==> src/sv/assert_macros.svh <==
// Assertion macros for the range capture RTL, used by urc_back.
// Expects clk and arst_n in the scope of the module that uses them.
`ifndef ASSERT_MACROS_SVH
`define ASSERT_MACROS_SVH

// Property checked on every rising edge, off while reset is asserted.
`define URC_ASSERT(lbl, prop, msg) \
	lbl: assert property (@(posedge clk) disable iff (!arst_n) prop) \
		else $error(msg);

// Condition that must never be seen.
`define URC_ASSERT_NEVER(lbl, cond, msg) \
	`URC_ASSERT(lbl, !(cond), msg)

`endif

==> src/sv/urc_pkg.sv <==
// Shared types and constants for the ultrasonic echo range capture block.
// No dependencies.
package urc_pkg;

	localparam logic [31:0] AUTO_RELOAD_RST = 32'd5000000;
	localparam logic [7:0]  CLOCK_MHZ_RST   = 8'd32;
	localparam logic [15:0] PRESCALER_RST   = 16'd9;
	localparam logic [15:0] LIMIT_US_RST    = 16'd11527;

	localparam int unsigned FIFO_DEPTH_DEF = 2;

	// Micrometres of range per microsecond of echo (half the speed of sound).
	localparam logic [7:0] UM_PER_TICK_US = 8'd170;

	// Divider lengths in radix-4 steps.
	localparam logic [4:0] DIV_STEPS_WORD  = 5'd16;
	localparam logic [4:0] DIV_STEPS_TICKS = 5'd4;

	typedef enum logic [1:0] {
		CFG_AUTO_RELOAD = 2'd0,
		CFG_CLOCK_MHZ   = 2'd1,
		CFG_PRESCALER   = 2'd2,
		CFG_LIMIT_US    = 2'd3
	} cfg_idx_t;

	typedef enum logic [1:0] {
		STATUS_VALID    = 2'd0,
		STATUS_TIMEOUT  = 2'd1,
		STATUS_NO_TICKS = 2'd2
	} status_t;

	typedef struct packed {
		logic        start;
		logic [31:0] dividend;
		logic [16:0] divisor;
		logic [4:0]  steps;
	} div_req_t;

endpackage

==> src/sv/urc_in_if.sv <==
// Input channel: timer events (overflow or edge capture) with valid/ready.
// No dependencies.
interface urc_in_if;
	logic        valid;
	logic        ready;
	logic        action;
	logic [31:0] capture_count;

	modport source(output valid, action, capture_count, input ready);
	modport sink(input valid, action, capture_count, output ready);
endinterface

==> src/sv/urc_out_if.sv <==
// Output channel: range results with valid/ready.
// No dependencies.
interface urc_out_if;
	logic        valid;
	logic        ready;
	logic [23:0] distance_um;
	logic [31:0] elapsed_us;
	logic [1:0]  status;

	modport source(output valid, distance_um, elapsed_us, status, input ready);
	modport sink(input valid, distance_um, elapsed_us, status, output ready);
endinterface

==> src/sv/urc_div.sv <==
// Iterative unsigned divider, two quotient bits per cycle, 32-bit dividend, 17-bit divisor.
// Depends on urc_pkg.
module urc_div (
	input  logic              clk,
	input  logic              arst_n,
	input  urc_pkg::div_req_t req,
	output logic              busy,
	output logic              done,
	output logic [31:0]       quotient
);

	logic [31:0] dvd_q;
	logic [16:0] dsr_q;
	logic [16:0] rem_q;
	logic [31:0] quo_q;
	logic [4:0]  cnt_q;
	logic        done_q;

	logic [17:0] t1, t2, r1, r2;
	logic        ge1, ge2;

	always_comb begin
		t1  = {rem_q, dvd_q[31]};
		ge1 = t1 >= {1'b0, dsr_q};
		r1  = ge1 ? (t1 - {1'b0, dsr_q}) : t1;
		t2  = {r1[16:0], dvd_q[30]};
		ge2 = t2 >= {1'b0, dsr_q};
		r2  = ge2 ? (t2 - {1'b0, dsr_q}) : t2;
	end

	always_ff @(posedge clk or negedge arst_n) begin
		if (!arst_n) begin
			cnt_q  <= '0;
			done_q <= 1'b0;
		end else begin
			if (req.start) begin
				cnt_q <= req.steps;
			end else if (cnt_q != '0) begin
				cnt_q <= cnt_q - 5'd1;
			end
			done_q <= !req.start && (cnt_q == 5'd1);
		end
	end

	always_ff @(posedge clk) begin
		if (req.start) begin
			dvd_q <= req.dividend;
			dsr_q <= req.divisor;
			rem_q <= '0;
			quo_q <= '0;
		end else if (cnt_q != '0) begin
			dvd_q <= {dvd_q[29:0], 2'b00};
			rem_q <= r2[16:0];
			quo_q <= {quo_q[29:0], ge1, ge2};
		end
	end

	assign busy     = (cnt_q != '0);
	assign done     = done_q;
	assign quotient = quo_q;

endmodule

==> src/sv/urc_fifo.sv <==
// Small first-in first-out queue between the front and back of the range capture.
// No dependencies.
module urc_fifo #(
	parameter int unsigned DEPTH = 2,
	parameter int unsigned WIDTH = 32
) (
	input  logic             clk,
	input  logic             arst_n,
	input  logic             push,
	input  logic [WIDTH-1:0] push_data,
	output logic             full,
	input  logic             pop,
	output logic [WIDTH-1:0] pop_data,
	output logic             not_empty
);

	localparam int unsigned PW = (DEPTH > 1) ? $clog2(DEPTH) : 1;
	localparam int unsigned CW = $clog2(DEPTH + 1);

	logic [WIDTH-1:0] mem_q [DEPTH];
	logic [PW-1:0]    wr_q, rd_q;
	logic [CW-1:0]    cnt_q;

	always_ff @(posedge clk or negedge arst_n) begin
		if (!arst_n) begin
			wr_q  <= '0;
			rd_q  <= '0;
			cnt_q <= '0;
		end else begin
			if (push) begin
				wr_q <= (wr_q == PW'(DEPTH - 1)) ? '0 : wr_q + 1'b1;
			end
			if (pop) begin
				rd_q <= (rd_q == PW'(DEPTH - 1)) ? '0 : rd_q + 1'b1;
			end
			if (push && !pop) begin
				cnt_q <= cnt_q + 1'b1;
			end else if (pop && !push) begin
				cnt_q <= cnt_q - 1'b1;
			end
		end
	end

	always_ff @(posedge clk) begin
		if (push) begin
			mem_q[wr_q] <= push_data;
		end
	end

	assign full      = (cnt_q == CW'(DEPTH));
	assign not_empty = (cnt_q != '0);
	assign pop_data  = mem_q[rd_q];

endmodule

==> src/sv/urc_front.sv <==
// Front end: takes timer events, tracks edge phase and overflows, forms the tick difference.
// Depends on urc_in_if.
module urc_front (
	input  logic        clk,
	input  logic        arst_n,
	urc_in_if.sink      evt,
	input  logic [31:0] auto_reload,
	output logic        push,
	output logic [31:0] push_diff,
	input  logic        full
);

	logic        awaiting_q;
	logic [31:0] start_q;
	logic [15:0] ovf_q;

	logic        valid_s1;
	logic [31:0] cap_s1, prod_s1, start_s1;

	logic        take, load;
	logic [31:0] span;
	logic [47:0] span_prod;
	logic [31:0] end_w;

	assign evt.ready = !valid_s1 || !full;
	assign take      = evt.valid && evt.ready;
	assign load      = take && evt.action && awaiting_q;
	assign span      = auto_reload + 32'd1;
	assign span_prod = ovf_q * span;

	always_ff @(posedge clk or negedge arst_n) begin
		if (!arst_n) begin
			awaiting_q <= 1'b0;
			start_q    <= '0;
			ovf_q      <= '0;
			valid_s1   <= 1'b0;
		end else begin
			if (take) begin
				if (!evt.action) begin
					ovf_q <= ovf_q + 16'd1;
				end else if (!awaiting_q) begin
					start_q    <= evt.capture_count;
					ovf_q      <= '0;
					awaiting_q <= 1'b1;
				end else begin
					awaiting_q <= 1'b0;
				end
			end
			if (load) begin
				valid_s1 <= 1'b1;
			end else if (push) begin
				valid_s1 <= 1'b0;
			end
		end
	end

	// Snapshot the end capture, overflow product and start count so a rising edge right behind cannot disturb them.
	always_ff @(posedge clk) begin
		if (load) begin
			cap_s1   <= evt.capture_count;
			prod_s1  <= span_prod[31:0];
			start_s1 <= start_q;
		end
	end

	assign end_w     = cap_s1 + prod_s1;
	assign push_diff = (end_w > start_s1) ? (end_w - start_s1) : (start_s1 - end_w);
	assign push      = valid_s1 && !full;

endmodule

==> src/sv/urc_back.sv <==
// Back end: converts a tick difference to microseconds and micrometres, holds the result.
// Depends on urc_pkg, urc_out_if, urc_div and assert_macros.svh.
`include "assert_macros.svh"

module urc_back (
	input  logic        clk,
	input  logic        arst_n,
	input  logic        fifo_valid,
	input  logic [31:0] fifo_diff,
	output logic        pop,
	input  logic [7:0]  clock_mhz,
	input  logic [15:0] prescaler,
	input  logic [15:0] limit_us,
	urc_out_if.source   res
);

	typedef enum logic [2:0] {
		S_IDLE,
		S_TICKS,
		S_ELAP,
		S_DIST,
		S_EMIT
	} state_t;

	state_t            state_q;
	urc_pkg::div_req_t req_q;
	logic              div_busy, div_done;
	logic [31:0]       div_quo;

	logic [31:0] diff_q, prod_q, pend_el_q;
	logic [7:0]  ticks_q;
	logic [23:0] pend_dist_q;
	logic [1:0]  pend_status_q;

	logic        out_valid_q;
	logic [23:0] out_dist_q;
	logic [31:0] out_el_q;
	logic [1:0]  out_status_q;

	logic [39:0] scaled;
	logic        emit;
	logic        fault_res;

	assign scaled    = fifo_diff * urc_pkg::UM_PER_TICK_US;
	assign pop       = (state_q == S_IDLE) && fifo_valid;
	assign emit      = (state_q == S_EMIT) && (!out_valid_q || res.ready);
	assign fault_res = res.valid && (res.status != urc_pkg::STATUS_VALID);

	urc_div u_div (
		.clk      (clk),
		.arst_n   (arst_n),
		.req      (req_q),
		.busy     (div_busy),
		.done     (div_done),
		.quotient (div_quo)
	);

	always_ff @(posedge clk or negedge arst_n) begin
		if (!arst_n) begin
			state_q       <= S_IDLE;
			req_q         <= '0;
			diff_q        <= '0;
			prod_q        <= '0;
			ticks_q       <= '0;
			pend_el_q     <= '0;
			pend_dist_q   <= '0;
			pend_status_q <= '0;
			out_valid_q   <= 1'b0;
			out_dist_q    <= '0;
			out_el_q      <= '0;
			out_status_q  <= '0;
		end else begin
			if (emit) begin
				out_valid_q  <= 1'b1;
				out_dist_q   <= pend_dist_q;
				out_el_q     <= pend_el_q;
				out_status_q <= pend_status_q;
			end else if (res.ready) begin
				out_valid_q <= 1'b0;
			end
			unique case (state_q)
				S_IDLE: begin
					req_q.start <= fifo_valid;
					if (fifo_valid) begin
						diff_q         <= fifo_diff;
						// Only used when the reading is valid, where it stays below 2^32.
						prod_q         <= scaled[31:0];
						req_q.dividend <= {clock_mhz, 24'd0};
						req_q.divisor  <= 17'(prescaler) + 17'd1;
						req_q.steps    <= urc_pkg::DIV_STEPS_TICKS;
						state_q        <= S_TICKS;
					end
				end
				S_TICKS: begin
					req_q.start <= div_done && (div_quo[7:0] != '0);
					if (div_done) begin
						if (div_quo[7:0] == '0) begin
							pend_dist_q   <= '0;
							pend_el_q     <= '0;
							pend_status_q <= urc_pkg::STATUS_NO_TICKS;
							state_q       <= S_EMIT;
						end else begin
							ticks_q        <= div_quo[7:0];
							req_q.dividend <= diff_q;
							req_q.divisor  <= {9'd0, div_quo[7:0]};
							req_q.steps    <= urc_pkg::DIV_STEPS_WORD;
							state_q        <= S_ELAP;
						end
					end
				end
				S_ELAP: begin
					req_q.start <= div_done && (div_quo <= {16'd0, limit_us});
					if (div_done) begin
						pend_el_q <= div_quo;
						if (div_quo > {16'd0, limit_us}) begin
							pend_dist_q   <= '0;
							pend_status_q <= urc_pkg::STATUS_TIMEOUT;
							state_q       <= S_EMIT;
						end else begin
							req_q.dividend <= prod_q;
							req_q.divisor  <= {9'd0, ticks_q};
							req_q.steps    <= urc_pkg::DIV_STEPS_WORD;
							state_q        <= S_DIST;
						end
					end
				end
				S_DIST: begin
					req_q.start <= 1'b0;
					if (div_done) begin
						pend_dist_q   <= div_quo[23:0];
						pend_status_q <= urc_pkg::STATUS_VALID;
						state_q       <= S_EMIT;
					end
				end
				S_EMIT: begin
					req_q.start <= 1'b0;
					// Hold until the output register is free.
					if (emit) begin
						state_q <= S_IDLE;
					end
				end
				default: begin
					req_q.start <= 1'b0;
					state_q     <= S_IDLE;
				end
			endcase
		end
	end

	assign res.valid       = out_valid_q;
	assign res.distance_um = out_dist_q;
	assign res.elapsed_us  = out_el_q;
	assign res.status      = out_status_q;

	`URC_ASSERT(a_div_start_idle, req_q.start |-> !div_busy, "divider started while busy")
	`URC_ASSERT(a_result_from_emit, $rose(res.valid) |-> $past(emit), "result without emit")
	`URC_ASSERT_NEVER(a_fault_zero_dist, fault_res && res.distance_um != '0, "fault with distance")

endmodule

==> src/sv/ultrasonic_echo_range_capture_core.sv <==
// Channel | Dir | Handshake   | Payload
// evt     | in  | valid/ready | action, capture_count
// res     | out | valid/ready | distance_um, elapsed_us, status
// cfg     | in  | cfg_we      | cfg_index, cfg_data (write only)
//
// The front end accepts overflow and rising-edge events unless its result waits on a full queue.
// A falling edge holds the back end for three divisions of 4, 16 and 16 radix-4 divider steps
// (tick rate, microseconds, micrometres) plus control; a timeout skips the last, no ticks the last two.
// A queue of FIFO_DEPTH tick differences sits between front and back.
// arst_n clears phase, counts and configuration to their reset values.
// A waiting result stalls the back end only; the front keeps taking events until the queue fills.
//
// Top level of the ultrasonic echo range capture. Depends on urc_pkg, the channel
// interfaces, urc_front, urc_fifo and urc_back.
module ultrasonic_echo_range_capture_core #(
	parameter int unsigned FIFO_DEPTH = urc_pkg::FIFO_DEPTH_DEF
) (
	input  logic        clk,
	input  logic        arst_n,
	urc_in_if.sink      evt,
	urc_out_if.source   res,
	input  logic        cfg_we,
	input  logic [1:0]  cfg_index,
	input  logic [31:0] cfg_data
);

	logic [31:0] auto_reload_q;
	logic [7:0]  clock_mhz_q;
	logic [15:0] prescaler_q;
	logic [15:0] limit_us_q;

	logic        push, full, pop, fifo_valid;
	logic [31:0] push_diff, fifo_diff;

	always_ff @(posedge clk or negedge arst_n) begin
		if (!arst_n) begin
			auto_reload_q <= urc_pkg::AUTO_RELOAD_RST;
			clock_mhz_q   <= urc_pkg::CLOCK_MHZ_RST;
			prescaler_q   <= urc_pkg::PRESCALER_RST;
			limit_us_q    <= urc_pkg::LIMIT_US_RST;
		end else if (cfg_we) begin
			unique case (urc_pkg::cfg_idx_t'(cfg_index))
				urc_pkg::CFG_AUTO_RELOAD: auto_reload_q <= cfg_data;
				urc_pkg::CFG_CLOCK_MHZ:   clock_mhz_q   <= cfg_data[7:0];
				urc_pkg::CFG_PRESCALER:   prescaler_q   <= cfg_data[15:0];
				urc_pkg::CFG_LIMIT_US:    limit_us_q    <= cfg_data[15:0];
				default: ;
			endcase
		end
	end

	urc_front u_front (
		.clk         (clk),
		.arst_n      (arst_n),
		.evt         (evt),
		.auto_reload (auto_reload_q),
		.push        (push),
		.push_diff   (push_diff),
		.full        (full)
	);

	urc_fifo #(
		.DEPTH (FIFO_DEPTH),
		.WIDTH (32)
	) u_fifo (
		.clk       (clk),
		.arst_n    (arst_n),
		.push      (push),
		.push_data (push_diff),
		.full      (full),
		.pop       (pop),
		.pop_data  (fifo_diff),
		.not_empty (fifo_valid)
	);

	urc_back u_back (
		.clk        (clk),
		.arst_n     (arst_n),
		.fifo_valid (fifo_valid),
		.fifo_diff  (fifo_diff),
		.pop        (pop),
		.clock_mhz  (clock_mhz_q),
		.prescaler  (prescaler_q),
		.limit_us   (limit_us_q),
		.res        (res)
	);

endmodule
==> src/flat_wrapper.sv <==
// flat-port wrapper written by rule: the top's interface ports become plain ports
module ultrasonic_echo_range_capture_core_flat 
#(
	parameter int unsigned FIFO_DEPTH = urc_pkg::FIFO_DEPTH_DEF
)
  (clk, arst_n, cfg_we, cfg_index, cfg_data, evt_valid, evt_action, evt_capture_count, evt_ready, res_valid, res_distance_um, res_elapsed_us, res_status, res_ready);
  urc_in_if evt_i ();
  urc_out_if res_i ();
  input  logic clk;
  input  logic arst_n;
  input  logic cfg_we;
  input  logic [1:0] cfg_index;
  input  logic [31:0] cfg_data;
  input wire logic [$bits(evt_i.valid)-1:0] evt_valid;
  input wire logic [$bits(evt_i.action)-1:0] evt_action;
  input wire logic [$bits(evt_i.capture_count)-1:0] evt_capture_count;
  output wire logic [$bits(evt_i.ready)-1:0] evt_ready;
  output wire logic [$bits(res_i.valid)-1:0] res_valid;
  output wire logic [$bits(res_i.distance_um)-1:0] res_distance_um;
  output wire logic [$bits(res_i.elapsed_us)-1:0] res_elapsed_us;
  output wire logic [$bits(res_i.status)-1:0] res_status;
  input wire logic [$bits(res_i.ready)-1:0] res_ready;
  assign evt_i.valid = evt_valid;
  assign evt_i.action = evt_action;
  assign evt_i.capture_count = evt_capture_count;
  assign evt_ready = evt_i.ready;
  assign res_valid = res_i.valid;
  assign res_distance_um = res_i.distance_um;
  assign res_elapsed_us = res_i.elapsed_us;
  assign res_status = res_i.status;
  assign res_i.ready = res_ready;
  ultrasonic_echo_range_capture_core #(.FIFO_DEPTH(FIFO_DEPTH)) u_core (.clk(clk), .arst_n(arst_n), .evt(evt_i), .res(res_i), .cfg_we(cfg_we), .cfg_index(cfg_index), .cfg_data(cfg_data));
endmodule
==> config.mk <==
export PLATFORM = sky130hd
export DESIGN_NAME = ultrasonic_echo_range_capture_core_flat
export DESIGN_NICKNAME = d
export VERILOG_FILES = /design/src/sv/urc_pkg.sv /design/src/sv/urc_in_if.sv /design/src/sv/urc_out_if.sv /design/src/sv/urc_div.sv /design/src/sv/urc_fifo.sv /design/src/sv/urc_front.sv /design/src/sv/urc_back.sv /design/src/sv/ultrasonic_echo_range_capture_core.sv /design/src/flat_wrapper.sv
export VERILOG_INCLUDE_DIRS = /design/src /design/src/sv
export SDC_FILE = /design/constraint.sdc
export NUM_CORES = 2
export LEC_CHECK = 0
export BUFFER_PORTS_ARGS = -buffer_cell sky130_fd_sc_hd__buf_4
export CORE_ASPECT_RATIO = 1.1
export CORE_MARGIN = 2
export CORE_UTILIZATION = 40
export DETAILED_ROUTE_END_ITERATION = 8
export HOLD_SLACK_MARGIN = 0.08
export SLEW_MARGIN = 10
export SYNTH_ARGS = -nofsm -noshare
export SYNTH_HDL_FRONTEND = slang
export SYNTH_SLANG_ARGS = --single-unit
==> constraint.sdc <==
create_clock -name clk -period 19.26 [get_ports clk]
set_input_delay 1.926 -clock clk [delete_from_list [all_inputs] [get_ports clk]]
set_output_delay 1.926 -clock clk [all_outputs]
set_load 0.01 [all_outputs]
* Yosys cells after proc, flatten, opt, wreduce, memory -nomap -nowiden
Memory sizes are Yosys's and may differ from the RTL's.
Cells that the tools add are included.
** Word-level totals
- Flip-flop bits (word level) :: 572
- RAM bits :: 64
- Output and inout port bits :: 60
- Memories :: 1
** Memory list
- u_core.u_fifo.mem_q :: depth 2, width 32, read ports 1, clocked after Yosys merged registers in 0, wr ports 1, line urc_fifo.sv:20 : logic [WIDTH-1:0] mem_q [DEPTH];
** Cells by class
- $add $sub $neg :: 13
- Multipliers :: 2
- Order comparisons :: 5
- Equality and inequality tests :: 19
- Mux-type cells :: 51
- Bitwise logic cells :: 2
- Reduce and logical (&&, ||, !) cells :: 45
** Operators with widths (count)
- $mux 54 :: 5
- $mux 32 :: 6
- $pmux 54 s3 :: 1
- $mux 24 :: 5
- $pmux 24 s3 :: 1
- $pmux 32 s2 :: 1
- $sub 32x32->32 :: 2
- $ge 18x17->1 :: 2
- $mux 17 :: 2
- $sub 17x17->17 :: 2
- $add 32x1->32 const B :: 1
- $add 32x32->32 :: 1
- $gt 32x16->1 :: 1
- $gt 32x32->1 :: 1
- $le 32x16->1 :: 1
- $mul 16x32->32 :: 1
- $mul 32x7->31 const B :: 1
- $mux 16 :: 2
- $mux 3 :: 7
- $add 16x1->17 const B :: 1
- $add 16x1->16 const B :: 1
- $pmux 3 s5 :: 1
- $mux 2 :: 7
- $ne 2x2->1 const B :: 7
- other kinds (31) :: 77

* Depth between registers and ports, before layout
- Depth after elaboration :: 7
- Gate-level depth with buffers :: 29

* Cells and area by module
Synthesis repeated with hierarchy kept, for this count alone.
** Second synthesis, totals
- Cells, all modules :: 4552
- Area, all modules :: 46861.2 um^2
** Modules (own cells, without submodules)
- urc_front :: instances 1, cells each 2411, area an instance 21969.8 um^2
- urc_back :: instances 1, cells each 1259, area an instance 13676.9 um^2
- urc_div :: instances 1, cells each 613, area an instance 5845.6 um^2
- ultrasonic_echo_range_capture_core :: instances 1, cells each 153, area an instance 2717.6 um^2
- urc_fifo :: instances 1, cells each 116, area an instance 2651.3 um^2

* Worst setup path after synthesis
No wires, ideal clock.
- Path type :: register to register
- Start :: register u_core.auto_reload_q[0]
- End :: register u_core.u_front.prod_s1[30] (data pin)
- Arrival :: 7.135 ns
- Required time :: 19.003 ns
- Setup slack :: 11.868 ns
- Stages on the path, launching flop included :: 28
- Path buffers :: 2
- Period minus slack after synthesis :: 7.392 ns
- Path through :: dfrtp_1 -> ha_1 -> and2_1 -> clkbuf_1 -> nand4_1 -> xnor2_1 -> clkbuf_1 -> nand2_1 -> fa_1 -> fa_1 -> inv_1 -> fa_1 -> inv_1 -> fa_1 -> inv_1 -> fa_1 -> inv_1 -> fa_1 -> inv_1 -> ha_1 -> nand3_1 -> o31a_1 -> o31a_1 -> or2_2 -> a21boi_0 -> a41o_1 -> o211a_1 -> xor2_1
** On the way
- Longest elaborated chain between the ends :: 2
** Ends and longest elaborated chain
- start: declaration :: line ultrasonic_echo_range_capture_core.sv:27 : logic [31:0] auto_reload_q;
- start signal: assignment :: line ultrasonic_echo_range_capture_core.sv:37 : auto_reload_q <= urc_pkg::AUTO_RELOAD_RST;
- start signal: assignment :: line ultrasonic_echo_range_capture_core.sv:43 : urc_pkg::CFG_AUTO_RELOAD: auto_reload_q <= cfg_data;
- $add 32x1->32 :: line urc_front.sv:28 : assign span = auto_reload + 32'd1;
- $mul 16x32->32 :: line urc_front.sv:29 : assign span_prod = ovf_q * span;
- via u_core.u_front.span_prod[30] :: line urc_front.sv:22 : logic [47:0] span_prod;
- end signal: assignment :: line urc_front.sv:61 : prod_s1 <= span_prod[31:0];
- end: declaration :: line urc_front.sv:18 : logic [31:0] cap_s1, prod_s1, start_s1;
The timed path passes the listed nets, and every way through them passes these cells.
A chain may end at the register's enable or synchronous reset.

* Final worst setup path
Ends and elaborated chain as after synthesis.

==> results.cfg <==
[run_status]
outcome = finished, final reports clean

[routing]
drt-initial-drc-count = 1955
ant_nets = 0
routed_wl_um = 112900
num_vias = 32050
viasPerCell = 5.217
firstDrtPassIters = 6
wl_per_cell_um = 18.37
drc = 0

[synth]
synth-simple-area-share_pct = 11.17
ys.flop_type = dfrtp_1
ys_seq_elements = 631
ys_async_sr_fraction_pct = 59.11
syn_nets = 5215
syn-cell-area_mm2 = 0.04607
ys_seq_area_share_pct = 36.06
synth_compound_area_share_pct = 11.16
synthAdderAreaFrac_pct = 23.48
synth_top_family_by_area = adder cells
avgSynthCellArea_um2 = 10.25
muxShareOfSynthArea_pct = 6.277
synth_xor_area_share_pct = 4.563
synth_cell_types = 88
yosysWarnings = 0
synth_cells = 4494
synth_edf_count = 209

[grt]
track_usage_pct = 19.42
grt_pass1_wl_um = 183100
first_global_vias = 32780
overflow = 0
antenna_found_initial = 3
grt_max_degree = 101

[cells_and_area]
layout_common_cells = inv_1 (686), nand2_1 (456), fa_1 (358)
areaGrowthSynthToFinish_pct = 10.92
layout_commonest_cell = inv_1
fillCellCount = 10900
seq_area_mm2 = 0.01661
multi_input_area_mm2 = 0.02617
fin_nets = 5285
drive_gt1_share_pct = 12.61

[worst_setup_path]
reg2reg_from = u_core.auto_reload_q[0]$_DFFE_PN0P_
cp-start-kind = flop
rr_worst_depth = 25
critPathCaptureType = flop
r2r_slack_ns = 10.83
cp_max_fo = 19
crit_arrival_ns = 8.85
required_ns = 19.68
crit_type = flop to flop
worst_r2r_endpoint = u_core.u_front.prod_s1[30]$_DFFE_PP_

[timing]
fmax_mhz = 118.6
setup_viol = 0
tightest_slew_ns = 1.104
rsz0062_at_grt = false
setup_tns_ns = 0
slew_violations = 0
min_period_over_period_pct = 43.79
worst_clock_skew_ns = 0.04824
period_minus_slack_ns = 8.434
hold_viol_final = 0
slew_headroom_pct = 26.40

[job]
maxCapViolations = 0

[clocking]
cts_resized = 0
cts_tree = done
numCtsBuffers = 72
cts_buffer_depth = 3
clock-sinks = 631
clock_latency_ns = 0.67
postCtsSetupBuffers = 0
cts_root_buf = clkbuf_16
htreeDepth = 3
hold_buffers = 0
clk_pin_slew_worst_paths_ns = 0.07

[place]
gp_congestion = 0.8818
dp_hpwl_um = 85610
io_buffers = 131

[worst_hold_path]
worstHoldPathType = flop to flop
min_to = u_core.u_front.start_s1[24]$_DFFE_PP_
min_path_cells = 0
min_from = u_core.u_front.start_q[24]$_DFFE_PN0P_

[die]
die_w_um = 327.6
die_area_mm2 = 0.1179
io_pins = 132
start_util_pct = 40.35
die_h_um = 359.9
core_mm2 = 0.1142
rows = 130
==> stage by stage <==
step / instances / area [um2] / util [%] / hold WS [ns] / worst slack [ns]
finish: 6143 / 51100 / 44.75 / 0.4154 / 10.83
global route: 6142 / 51100 / 44.75 / 0.4351 / 10.29
CTS: 6142 / 51100 / 44.75 / 0.4199 / 10.80
detailed placement: 6008 / 48680 / 42.63 / 0.4292 / 10.83
global placement: 6008 / 48680 / 42.63 / 0.4266 / 10.91
floorplan: 4494 / 46070 / - / 0.4211 / 11.87
==> worst max-delay path by stage <==
stage | from | end | slack [ns] | cells past startpoint
6_report | u_core.auto_reload_q[0]$_DFFE_PN0P_ | u_core.u_front.prod_s1[30]$_DFFE_PP_ | 10.83 | 25
3_3_place_gp | u_core.auto_reload_q[0]$_DFFE_PN0P_ | u_core.u_front.prod_s1[30]$_DFFE_PP_ | 10.91 | 25
5_1_grt | u_core.auto_reload_q[0]$_DFFE_PN0P_ | u_core.u_front.prod_s1[30]$_DFFE_PP_ | 10.29 | 25
4_1_cts | u_core.auto_reload_q[0]$_DFFE_PN0P_ | u_core.u_front.prod_s1[30]$_DFFE_PP_ | 10.80 | 25
2_1_floorplan | u_core.auto_reload_q[0]$_DFFE_PN0P_ | u_core.u_front.prod_s1[30]$_DFFE_PP_ | 11.87 | 27
3_5_place_dp | u_core.auto_reload_q[0]$_DFFE_PN0P_ | u_core.u_front.prod_s1[30]$_DFFE_PP_ | 10.83 | 25
==> synth_stat cells, types with 86 or more instances <==
master	number	area share, %
inv_1	687	5.6
nand2_1	456	3.7
fa_1	358	16
dfrtp_1	355	19
ha_1	291	7.9
mux2_2	215	5.3
edfxtp_1	209	14
a21oi_1	189	2.1
and2_1	148	2.0
clkbuf_1	147	1.2
o21ai_0	146	1.6
nor2_1	140	1.1
xnor2_1	137	2.6
a22o_1	90	1.7
xor2_1	86	1.6
==> critical path, cell delays in order, from the launching register on <==
cell      delay (ns)
dfrtp_1         0.70
and2_1          0.31
and2_0          0.36
and3_1          0.22
xor2_1          0.73
buf_4           0.29
and2_1          0.16
fa_1            0.41
inv_1           0.09
fa_1            0.41
fa_1            0.51
inv_1           0.05
fa_1            0.47
fa_1            0.55
inv_1           0.05
fa_1            0.53
inv_1           0.04
ha_1            0.36
nand3_1         0.09
o31a_1          0.34
o31a_1          0.33
or2_2           0.30
a21boi_0        0.40
a41o_1          0.26
o211a_1         0.17
xor2_1          0.06
==> layout make-up <==
class                           count  area share, %
Multi-Input combinational cell   2985          51.22
Sequential cell                   631          32.51
Clock inverter                     40         0.8668
Inverter                          687          5.051
Tap cell                         1518          3.717
Timing Repair Buffer              187          2.762
Antenna cell                        1       0.004897
Clock buffer                       94          3.866
==> cell families (layout without fill, tap and decap cells) <==
family | after synthesis | after routing
AO/OA/AOI/OAI | 772 | 772
other | 0 | 1
AND/OR/NAND/NOR | 1070 | 1070
adder cells (fa/ha/maj) | 650 | 650
flip-flops | 631 | 631
buffers and inverters | 878 | 1008
multiplexers | 262 | 262
XOR/XNOR | 231 | 231
==> per-layer routing <==
metal | global-route usage [%] | share of wire, % | wire length, um | vias up
met5 | 0 | 0 | 0 | -
met4 | 6.017 | 2.8 | 3189 | 0
li1 | - | - | - | 15100
met2 | 31.91 | 47 | 53310 | 717
met1 | 26.51 | 45 | 51260 | 16060
met3 | 2.728 | 4.5 | 5101 | 172
==> sequential cells by signal, indices dropped and copies added, names as in the netlist, 29 cells and up <==
| name | flops |
|---|---|
| u_core.u_back.req_q | 52 |
| u_core.u_back.diff_q | 32 |
| u_core.u_back.u_div.dvd_q | 32 |
| u_core.auto_reload_q | 32 |
| u_core.u_fifo.mem_q | 64 |
| u_core.u_front.prod_s1 | 32 |
| u_core.u_back.prod_q | 29 |
| u_core.u_back.u_div.quotient | 32 |
| u_core.u_front.start_s1 | 32 |
| u_core.u_back.res.elapsed_us | 32 |
| u_core.u_back.pend_el_q | 32 |
| u_core.u_front.cap_s1 | 32 |
| u_core.u_front.start_q | 32 |
Power is left out: the tool's default activity adds up to more than one toggle a clock period on the data nets, which glitch-free logic cannot reach.
